`src/rtl/wsd_pkg.sv`:
```
// Package for the websocket frame deframer.
// Holds the parse phase type, opcode and length codes, and the result struct.
// No dependencies.
package wsd_pkg;

  typedef enum logic [2:0] {
    PH_HDR0    = 3'd0,
    PH_HDR1    = 3'd1,
    PH_EXTLEN  = 3'd2,
    PH_MASK    = 3'd3,
    PH_PAYLOAD = 3'd4
  } phase_e;

  localparam logic [3:0] OPC_TEXT   = 4'h1;
  localparam logic [3:0] OPC_CLOSE  = 4'h8;
  localparam logic [6:0] LEN_EXT16  = 7'd126;
  localparam logic [6:0] LEN_EXT64  = 7'd127;
  localparam logic [3:0] EXT16_BYTES = 4'd2;
  localparam logic [3:0] EXT64_BYTES = 4'd8;
  localparam logic [3:0] KEY_BYTES   = 4'd4;

  typedef struct packed {
    logic       valid;
    logic [7:0] text_byte;
    logic       byte_valid;
    logic       frame_end;
    logic       close_seen;
  } result_t;

endpackage

```
`src/rtl/wsd_parser.sv`:
```
// Frame header parser and payload unmasker of the websocket frame deframer.
// Updates the parse state for one byte per enabled cycle and forms its result.
// Depends on wsd_pkg.
module wsd_parser (
  input  logic             clk_i,
  input  logic             rst_ni,
  input  logic             en_i,
  input  logic [7:0]       byte_i,
  output wsd_pkg::result_t res_o
);

  wsd_pkg::phase_e phase_q, phase_d;
  logic [3:0]  cnt_q, cnt_d;
  logic        final_q, final_d;
  logic [3:0]  opcode_q, opcode_d;
  logic        masked_q, masked_d;
  logic [63:0] rem_q, rem_d;
  logic [31:0] key_q, key_d;
  logic [1:0]  idx_q, idx_d;

  logic [6:0]  len7;
  logic [63:0] rem_shift;
  logic [7:0]  key_byte;
  logic        is_text, is_close, cnt_last, rem_last;

  assign len7      = byte_i[6:0];
  assign rem_shift = {rem_q[55:0], byte_i};
  assign is_text   = final_q && (opcode_q == wsd_pkg::OPC_TEXT);
  assign is_close  = final_q && (opcode_q == wsd_pkg::OPC_CLOSE);
  assign cnt_last  = (cnt_q == 4'd1);
  assign rem_last  = (rem_q == 64'd1);

  always_comb begin
    case (idx_q)
      2'd0:    key_byte = key_q[31:24];
      2'd1:    key_byte = key_q[23:16];
      2'd2:    key_byte = key_q[15:8];
      default: key_byte = key_q[7:0];
    endcase
  end

  // Next state
  always_comb begin
    phase_d  = phase_q;
    cnt_d    = cnt_q;
    final_d  = final_q;
    opcode_d = opcode_q;
    masked_d = masked_q;
    rem_d    = rem_q;
    key_d    = key_q;
    idx_d    = idx_q;
    case (phase_q)
      wsd_pkg::PH_HDR1: begin
        masked_d = byte_i[7];
        if (len7 == wsd_pkg::LEN_EXT16) begin
          rem_d   = '0;
          phase_d = wsd_pkg::PH_EXTLEN;
          cnt_d   = wsd_pkg::EXT16_BYTES;
        end else if (len7 == wsd_pkg::LEN_EXT64) begin
          rem_d   = '0;
          phase_d = wsd_pkg::PH_EXTLEN;
          cnt_d   = wsd_pkg::EXT64_BYTES;
        end else begin
          rem_d = {57'd0, len7};
          if (byte_i[7]) begin
            phase_d = wsd_pkg::PH_MASK;
            cnt_d   = wsd_pkg::KEY_BYTES;
          end else begin
            idx_d   = 2'd0;
            phase_d = (len7 == 7'd0) ? wsd_pkg::PH_HDR0 : wsd_pkg::PH_PAYLOAD;
          end
        end
      end
      wsd_pkg::PH_EXTLEN: begin
        rem_d = rem_shift;
        cnt_d = cnt_q - 4'd1;
        if (cnt_last) begin
          if (masked_q) begin
            phase_d = wsd_pkg::PH_MASK;
            cnt_d   = wsd_pkg::KEY_BYTES;
          end else begin
            idx_d   = 2'd0;
            phase_d = (rem_shift == 64'd0) ? wsd_pkg::PH_HDR0 : wsd_pkg::PH_PAYLOAD;
          end
        end
      end
      wsd_pkg::PH_MASK: begin
        key_d = {key_q[23:0], byte_i};
        cnt_d = cnt_q - 4'd1;
        if (cnt_last) begin
          idx_d   = 2'd0;
          phase_d = (rem_q == 64'd0) ? wsd_pkg::PH_HDR0 : wsd_pkg::PH_PAYLOAD;
        end
      end
      wsd_pkg::PH_PAYLOAD: begin
        rem_d = rem_q - 64'd1;
        idx_d = idx_q + 2'd1;
        if (rem_last) phase_d = wsd_pkg::PH_HDR0;
      end
      default: begin
        final_d  = byte_i[7];
        opcode_d = byte_i[3:0];
        masked_d = 1'b0;
        rem_d    = '0;
        key_d    = '0;
        idx_d    = 2'd0;
        cnt_d    = 4'd0;
        phase_d  = wsd_pkg::PH_HDR1;
      end
    endcase
  end

  // Result
  always_comb begin
    logic done;
    done  = 1'b0;
    res_o = '0;
    case (phase_q)
      wsd_pkg::PH_HDR1:
        done = (len7 == 7'd0) && !byte_i[7];
      wsd_pkg::PH_EXTLEN:
        done = cnt_last && !masked_q && (rem_shift == 64'd0);
      wsd_pkg::PH_MASK:
        done = cnt_last && (rem_q == 64'd0);
      wsd_pkg::PH_PAYLOAD: begin
        if (is_text) begin
          res_o.valid      = 1'b1;
          res_o.text_byte  = byte_i ^ key_byte;
          res_o.byte_valid = 1'b1;
          res_o.frame_end  = rem_last;
        end else begin
          done = rem_last;
        end
      end
      default: done = 1'b0;
    endcase
    // End marker for text, indication for close
    if (done && (is_text || is_close)) begin
      res_o.valid      = 1'b1;
      res_o.frame_end  = 1'b1;
      res_o.close_seen = is_close;
    end
  end

  always_ff @(posedge clk_i or negedge rst_ni) begin
    if (!rst_ni) begin
      phase_q  <= wsd_pkg::PH_HDR0;
      cnt_q    <= '0;
      final_q  <= 1'b0;
      opcode_q <= '0;
      masked_q <= 1'b0;
      rem_q    <= '0;
      key_q    <= '0;
      idx_q    <= '0;
    end else if (en_i) begin
      phase_q  <= phase_d;
      cnt_q    <= cnt_d;
      final_q  <= final_d;
      opcode_q <= opcode_d;
      masked_q <= masked_d;
      rem_q    <= rem_d;
      key_q    <= key_d;
      idx_q    <= idx_d;
    end
  end

endmodule

```
`src/rtl/wsd_out_reg.sv`:
```
// Result register of the websocket frame deframer.
// Holds one result until the receiver takes it. Depends on wsd_pkg.
module wsd_out_reg (
  input  logic             clk_i,
  input  logic             rst_ni,
  input  logic             load_i,
  input  wsd_pkg::result_t res_i,
  input  logic             stall_i,
  output logic             valid_o,
  output wsd_pkg::result_t res_o
);

  logic             valid_q;
  wsd_pkg::result_t res_q;

  always_ff @(posedge clk_i or negedge rst_ni) begin
    if (!rst_ni) begin
      valid_q <= 1'b0;
    end else if (load_i) begin
      valid_q <= res_i.valid;
    end else if (!stall_i) begin
      valid_q <= 1'b0;
    end
  end

  always_ff @(posedge clk_i) begin
    if (load_i && res_i.valid) res_q <= res_i;
  end

  assign valid_o = valid_q;
  assign res_o   = res_q;

endmodule

```
`src/rtl/websocket_frame_deframer.sv`:
```
// Top level of the websocket frame deframer: input register, parser, result register.
// Depends on wsd_pkg, wsd_parser and wsd_out_reg.
//
// Usage:
//   The rx channel (rx_valid_i, rx_stall_o, rx_byte_i) takes one stream byte per
//   transfer. The out channel (out_valid_o, out_stall_i and the result fields)
//   gives the unmasked payload bytes of final text frames, with frame_end_o on
//   the frame's last byte, an end marker (byte_valid_o low) for an empty text
//   frame, and a close indication for a completed final close frame. All other
//   frames are consumed with no transfer on the out channel.
//   Throughput: one byte per cycle, sustained, as long as out_stall_i is low.
//   Path: the byte of a transfer is held in the input register, then passes through
//   the parser into the result register, which shows the result it causes. The
//   64-bit length counter update and zero check set the parser's path.
//   Reset: clears all handshake state and the parser, which then expects the
//   first header byte of a frame.
//   Stall: while out_stall_i holds a waiting result, the input register keeps one
//   more byte and rx_stall_o rises once it is full; no byte is lost or parsed twice.
module websocket_frame_deframer (
  input  logic       clk_i,
  input  logic       rst_ni,
  input  logic       rx_valid_i,
  output logic       rx_stall_o,
  input  logic [7:0] rx_byte_i,
  output logic       out_valid_o,
  input  logic       out_stall_i,
  output logic [7:0] text_byte_o,
  output logic       byte_valid_o,
  output logic       frame_end_o,
  output logic       close_seen_o
);

  logic             in_valid_q, in_valid_d;
  logic [7:0]       in_byte_q;
  logic             rx_take, advance;
  wsd_pkg::result_t parse_res, out_res;

  // Advance the held byte into the parser when the result register is free or drains.
  assign advance    = in_valid_q && (!out_valid_o || !out_stall_i);
  assign rx_stall_o = in_valid_q && !advance;
  assign rx_take    = rx_valid_i && !rx_stall_o;

  always_comb begin
    in_valid_d = in_valid_q;
    if (rx_take)      in_valid_d = 1'b1;
    else if (advance) in_valid_d = 1'b0;
  end

  always_ff @(posedge clk_i or negedge rst_ni) begin
    if (!rst_ni) begin
      in_valid_q <= 1'b0;
    end else begin
      in_valid_q <= in_valid_d;
    end
  end

  // Hold the byte of the last transfer
  always_ff @(posedge clk_i) begin
    if (rx_take) in_byte_q <= rx_byte_i;
  end

  wsd_parser u_parser (
    .clk_i  (clk_i),
    .rst_ni (rst_ni),
    .en_i   (advance),
    .byte_i (in_byte_q),
    .res_o  (parse_res)
  );

  wsd_out_reg u_out_reg (
    .clk_i   (clk_i),
    .rst_ni  (rst_ni),
    .load_i  (advance),
    .res_i   (parse_res),
    .stall_i (out_stall_i),
    .valid_o (out_valid_o),
    .res_o   (out_res)
  );

  assign text_byte_o  = out_res.text_byte;
  assign byte_valid_o = out_res.byte_valid;
  assign frame_end_o  = out_res.frame_end;
  assign close_seen_o = out_res.close_seen;

endmodule

```
`config.mk`:
```
export PLATFORM = sky130hd
export DESIGN_NAME = websocket_frame_deframer
export DESIGN_NICKNAME = d
export VERILOG_FILES = /design/src/rtl/wsd_pkg.sv /design/src/rtl/wsd_parser.sv /design/src/rtl/wsd_out_reg.sv /design/src/rtl/websocket_frame_deframer.sv
export SDC_FILE = /design/constraint.sdc
export NUM_CORES = 1
export LEC_CHECK = 0
export ABC_AREA = 1
export BUFFER_PORTS_ARGS = -buffer_cell sky130_fd_sc_hd__buf_4
export CELL_PAD_IN_SITES_DETAIL_PLACEMENT = 1
export CELL_PAD_IN_SITES_GLOBAL_PLACEMENT = 2
export CORE_MARGIN = 2
export CORE_UTILIZATION = 33
export CTS_CLUSTER_SIZE = 8
export DETAILED_ROUTE_END_ITERATION = 10
export PLACE_DENSITY_LB_ADDON = 0.1
export SLEW_MARGIN = 20
export SYNTH_ARGS = -nofsm -noshare
export SYNTH_HDL_FRONTEND = slang
export SYNTH_SLANG_ARGS = --single-unit
```
`constraint.sdc`:
```
create_clock -name clk_i -period 2.3 [get_ports clk_i]
set_clock_uncertainty 0.1 [all_clocks]
set_input_delay 0.115 -clock clk_i [delete_from_list [all_inputs] [get_ports clk_i]]
set_output_delay 0.115 -clock clk_i [all_outputs]
set_load 0.01 [all_outputs]
```
Word level (Yosys, flattened, before mapping)
Index checks and enable logic that the tools add are counted.

storage, ports and cells
  bits in registers = 132
  output and inout bits = 13
  word-level logic and storage cells = 119
  input bits = 12

cells by class
  multiplexer cells = 39
  add/sub/neg operators = 3
  eq/ne operators = 21
  bitwise gates (word level) = 6
  reduce and logical (&&, ||, !) cells = 35

operator list
  cell                                                                      number
  64-bit case mux with 4 select lines                                       1
  64-bit logical NOT                                                        2
  64-bit by 1-bit == test with 1-bit output (second input constant)         1
  64-bit 2-to-1 mux                                                         1
  32-bit case mux with 2 select lines                                       1
  64-bit by 1-bit subtractor with 64-bit output (second input constant)     1
  3-bit 2-to-1 mux                                                          10
  8-bit case mux with 3 select lines                                        1
  11-bit 2-to-1 mux                                                         2
  4-bit 2-to-1 mux                                                          5
  4-bit case mux with 4 select lines                                        1
  7-bit == test (second input constant)                                     2
  2-bit 2-to-1 mux                                                          6
  3-bit case mux with 4 select lines                                        1
  1-bit logical AND                                                         11
  2-bit AND reduction                                                       5
  4-bit by 1-bit == test with 1-bit output (second input constant)          2
  2-bit by 1-bit inequality test with 1-bit output (second input constant)  4
  2-bit inequality test (second input constant)                             4
  2-bit case mux with 4 select lines                                        1
  8-bit XOR                                                                 1
  7-bit logical NOT                                                         1
  7-bit 2-to-1 mux                                                          1
  7-bit AND reduction                                                       1
  21 further kinds                                                          38

Longest topological paths before layout
  word-level depth = 8
  gate-level depth with buffers = 14
  depth with buffers taken out = 14

Hierarchy
A second synthesis with hierarchy kept.

unflattened totals
  cells, all modules = 1256
  area total of the unflattened synthesis = 8366.8 um^2

by module, submodules not included
  module                    instances  cells each  area each (um^2)  seq. area each (um^2)
  wsd_parser                1          1221        7658.6            2777.7
  wsd_out_reg               1          18          405.4             385.4
  websocket_frame_deframer  1          17          302.8             265.3

Worst setup path before layout
No wires, ideal clock.

  path kind = reg-to-reg
  start point = reg u_parser.rem_q[0]
  end point = reg u_out_reg.res_q (netlist bit u_out_reg.res_o[0]) (enable)
  data required time = 1861 ps
  cell stages (with the launch flop) = 13
  library setup time = 339 ps
  arrival = 1898 ps
  slack = -37 ps
  period minus slack after synthesis = 2337 ps
  path buffers = 0
  cells stage by stage = dfrtp_1 -> inv_1 -> ha_1 -> nand2_1 -> nor2_2 -> nand3_1 -> nor2_1 -> nand4_1 -> nand3_1 -> nand2_1 -> nand2_1 -> nand2_1 -> inv_1

on the way
  cells in the longest elaborated chain, start to end = 6
  elaborated cells between the ends (all ways) = 10
  those cells by class = eq/ne: 1; mux: 3; reduce/logical: 6

RTL lines
  what                                                               RTL line           source
  from (decl)                                                        wsd_parser.sv:17   logic [63:0] rem_q, rem_d;
  from (signal assigned)                                             wsd_parser.sv:161  rem_q <= rem_d;
  64-bit by 1-bit == test with 1-bit output (tied with other cells)  wsd_parser.sv:31   assign rem_last = (rem_q == 64'd1);
  1-bit 2-to-1 mux (tied with other cells)                           wsd_parser.sv:126  if (is_text) begin
  1-bit case mux with 4 select lines *                               wsd_parser.sv:118  case (phase_q)
  1-bit logical AND *                                                wsd_parser.sv:138  if (done && (is_text || is_close)) begin
  1-bit 2-to-1 mux *                                                 wsd_parser.sv:138
  1-bit logical AND *                                                wsd_out_reg.sv:27  if (load_i && res_i.valid) res_q <= res_i;
  to (signal assigned)                                               wsd_out_reg.sv:27
  to (decl)                                                          wsd_out_reg.sv:14  wsd_pkg::result_t res_q;

Every way passes the cells marked *; elsewhere a longest branch is shown, timed or not.
A chain may end at the register's enable or synchronous reset.

Final worst setup path
  start point = reg u_parser.rem_q[0]
  end point = reg u_parser.rem_q[57]

on the way
  cells in the longest elaborated chain, start to end = 2

RTL lines
  what                                           RTL line          source
  64-bit by 1-bit subtractor with 64-bit output  wsd_parser.sv:96  rem_d = rem_q - 64'd1;
  64-bit case mux with 4 select lines            wsd_parser.sv:52  case (phase_q)

No other way between the ends.

==> results.txt <==
----------------------------------------------------
[Floorplanning]
  Die extent in y ... 162 um
  Number of top-level pins ... 25
  Std-Cell Rows ... 57
  Die area ... 0.0263 mm2
  Width of the chip ... 162 um
  Core Region ... 0.0245 mm2
  Starting density of the core ... 0.337

[Power and ir drop]
  Switching part of the total power ... 0.489
  Net switching power figure ... 6.36 mW
  Share of power burned in the clock network ... 0.201
  Lkg Pwr ... 5.12 nW
  Power density of the placed cells ... 1220 mW/mm2
  Internal power contribution ... 6.63 mW
  Maximum vdd drop ... 0.549 mV
  Sequential Power Share ... 0.228
  Relative contribution of combinational cells to total power ... 0.571
  Final total power ... 13.0 mW

[Worst hold path]
  Worst hold-check path type ... in -> async

[Critical path]
  Largest fanout on the critical path ... 5
  Critical register-to-register path startpoint ... u_parser.rem_q[0]
  Dominant cell type by count on the critical path ... sky130_fd_sc_hd__nand2_1
  CP max-delay cell ... sky130_fd_sc_hd__dfrtp_1
  Buf+Inv Stages, Crit Path ... 3
  Nature of the critical path startpoint ... flip-flop
  WP data required ... 2.56 ns
  Max stage delay on crit path ... 0.39 ns
  Cell type group with the largest total delay on the critical path ... simple AND/OR/NAND/NOR gates
  Critical path data arrival time ... 2.41 ns
  Worst setup slack for register-to-register paths ... 0.15 ns
  Depth of the worst register-to-register path ... 13
  Endpoint kind of the worst setup timing path ... flip-flop
  Logic depth of the worst setup path including buffers ... 13
  Setup CP Type ... reg -> reg
  Launching instance or port of the critical path ... u_parser.rem_q[0]
  Cell Chain, Critical Path ... inv_2 -> buf_4 -> nand2_2 -> nor2_4 -> nand2_1 -> nor2_4 -> buf_4 -> nand2_1 -> o21bai_1 -> nand3_1 -> o21ai_0 -> nand2_1 -> nand2_1

[STA]
  Final period util ... 0.934
  Number of max-slew violations in the final report ... 0
  Hold slack ... 0.119 ns
  Relative slew margins ... 0.613
  Fmax ... 465 MHz
  Slew at the pin with the worst max-slew slack ... 0.581 ns
  Period minus WS final ... 2.15 ns
  Number of failing setup endpoints in the final timing report ... 0
  Hold Vio Cnt, Final ... 0
  Final WS setup ... 0.151 ns
  RSZ-0062 raised after global routing ... yes

[Run status]
  Run status ... finished, final reports clean

[Cells and area]
  Most used cells in the layout excluding fill and tap cells ... sky130_fd_sc_hd__nand2_1, sky130_fd_sc_hd__inv_1, sky130_fd_sc_hd__buf_4
  FF/Latch Area ... 0.00340 mm2
  Layout cells sized above 1 ... 0.200
  Area taken by multi-input logic gates ... 0.00431 mm2
  Filler-free cell count of the finished design ... 1689
  Most common cell after layout, fill and taps aside ... sky130_fd_sc_hd__nand2_1
  Post-layout nets ... 1372
  Core utilization of the finished layout ... 0.435
  Synth-to-Final Area Change ... 28.9%
  Final antenna diode count ... 0
  Fill cell total of the finished layout ... 3112

[Routing]
  First drt pass iteration count ... 4
  Iteration-0 DRC count of the detailed router ... 434
  Detail Route Antenna Nets ... 0
  Routed length per placed instance ... 17.7 um
  Detailed-route vias per instance ... 4.99
  Total via count in the routed design ... 8430
  Total wirelength of the detailed-routed design ... 29900 um
  DRC Markers ... 0

[CTS]
  Level count of the clock H-tree ... 4
  Buffer type at the clock tree root ... sky130_fd_sc_hd__clkbuf_16
  Clock Pin Slew Worst Setup and Hold Paths ... 0.07 ns
  Clock tree from TritonCTS ... yes
  Buffer levels on the longest clock path ... 2
  Number of sinks on the clock net ... 132
  Cts bufs inserted ... 17
  Insertion delay to the later sink of the worst-skew pair ... 0.43 ns

[GRT]
  Number of global-route vias before repair ... 8705
  Number of antenna violations at the first check in global routing ... 0
  Maximum number of pins on one net before global-route repair ... 65
  Overall Global Routing Usage ... 0.236
  Residual overflow from global routing ... 0
  Global-route wire length before repair ... 48200 um

[Synth]
  Biggest area contributors in the synthesized netlist ... sky130_fd_sc_hd__dfrtp_1, sky130_fd_sc_hd__nand2_1, sky130_fd_sc_hd__o21ai_0
  Cell type with the highest aggregate area in the netlist ... sky130_fd_sc_hd__dfrtp_1
  Mux cell area share after synthesis ... 0
  Simple-gate area share of the yosys netlist ... 0.322
  Cell count after synthesis ... 1204
  Post-synth design cell area ... 0.00826 mm2
  Proportion of register bits with asynchronous set or reset after synthesis ... 0.856
  Post-synthesis register bit count ... 132
  Share of the synthesized area in the top cell type ... 0.343
  Library cells used by synthesis ... 35
  Dominant synthesized flop cell ... sky130_fd_sc_hd__dfrtp_1
  Ys Warns ... 0
  Complex-gate fraction of the synthesized area ... 0.158
  Per-instance average area after synthesis ... 6.86 um2
  Sequential share of the synthesized area ... 0.412
  EDFF count, synth ... 19
  Synthesized netlist net count ... 1224
  Fraction of the mapped netlist area in adder cells ... 0.0121
  Largest family of logic cells by synthesized area ... simple AND/OR/NAND/NOR gates
  Synth Area in XOR/XNOR ... 0.00424

[Place]
  Placed wire-length estimate ... 22700 um
  Gp weighted congestion ... 0.830
  Worst setup timing slack at the placement stage ... -0.0615 ns
  Count of port buffers added during placement ... 24
  Placed cells ... 1642

[Run]
  Max-cap check violation count ... 0

----------------------------------------------------
==> Yosys cell counts (14+ instances only) <==
cell                       number
sky130_fd_sc_hd__nand2_1      302
sky130_fd_sc_hd__inv_1        155
sky130_fd_sc_hd__o21ai_0      139
sky130_fd_sc_hd__nor2_1       137
sky130_fd_sc_hd__dfrtp_1      113
sky130_fd_sc_hd__nand3_1      110
sky130_fd_sc_hd__a21oi_1       43
sky130_fd_sc_hd__o21ai_1       33
sky130_fd_sc_hd__clkbuf_1      22
sky130_fd_sc_hd__edfxtp_1      19
sky130_fd_sc_hd__o22ai_1       15
sky130_fd_sc_hd__nand4_1       14
==> registers in the layout (all words and copies together), names as in the netlist <==
| signal | count |
|---|---|
| in_byte_q | 8 |
| in_valid_q | 1 |
| u_out_reg.res_o | 11 |
| u_out_reg.valid_o | 1 |
| u_parser.cnt_q | 4 |
| u_parser.final_q | 1 |
| u_parser.idx_q | 2 |
| u_parser.key_q | 32 |
| u_parser.masked_q | 1 |
| u_parser.opcode_q | 4 |
| u_parser.phase_q | 3 |
| u_parser.rem_q | 64 |
==> stage by stage <==
| step | cell area [um2] | setup TNS, ns |
|---|---|---|
| after floorplan | 8260 | 0 |
| after global placement | 9740 | 0 |
| after detailed placement | 9740 | -0.674 |
| after CTS | 10400 | 0 |
| after global routing | 10600 | -0.0372 |
| final | 10600 | 0 |
==> layout make-up <==
| cell class | instances | share of cell area |
|---|---|---|
| Clock buffer | 18 | 0.0403 |
| Clock inverter | 14 | 0.0109 |
| Inverter | 160 | 0.0571 |
| Multi-Input combinational cell | 874 | 0.405 |
| Sequential cell | 132 | 0.319 |
| Tap cell | 324 | 0.0381 |
| Timing Repair Buffer | 167 | 0.129 |
==> worst reg2reg max path: cells and delay by family, from the launching register on <==
| kind | cells | cell delay, ns |
|---|---|---|
| AOI/OAI and AO/OA | 2 | 0.29 |
| buffers and inverters | 3 | 0.37 |
| and+or+nand+nor | 8 | 0.95 |
| DFF | 1 | 0.39 |
==> cells by family (layout without fill, tap and decap cells) <==
kind of cell | after synthesis | in the layout
simple gates | 616 | 616
xor+xnor | 4 | 4
flops | 132 | 132
buf+inv | 198 | 359
compound gates | 246 | 246
fa+ha+maj | 8 | 8
==> power by group through the flow <==
stage          sequential [mW]  combinational [mW]  clock, mW
2_1_floorplan             2.97                4.04          0
3_3_place_gp              2.97                6.73          0
3_5_place_dp              2.98                6.82          0
4_1_cts                   2.94                6.88       2.68
5_1_grt                   3.00                8.25       2.78
6_report                  2.96                7.42       2.61
==> metal layers <==
metal  vias up  global-route usage  wire [um]  part of all wire
li1       4217                   -          -                 -
met1      4106               0.338      15100              0.51
met2        89               0.385      13900              0.46
met3        18              0.0296        655             0.022
met4         0              0.0491        252            0.0084
met5         -                   0          0                 0
==> what timing repair did <==
item | in CTS | in global routing
pin swaps | 0 | 12
endpoints found under the hold margin | 47 | 0
endpoints found under the setup margin | 11 | 40
resized for setup | 2 | 67
setup buffers | 0 | 3
hold buffers | 12 | 0
==> path summary, 6_finish.rpt <==
path	end
max reg2reg	u_parser.rem_q[57]
max	u_parser.rem_q[57]
max in group asynchronous	u_parser.rem_q[28]
min reg2reg	u_parser.opcode_q[1]
min in group clk_i	in_byte_q[6]
min	u_parser.key_q[26]
Note: power is estimated with default switching activity, not from simulation.
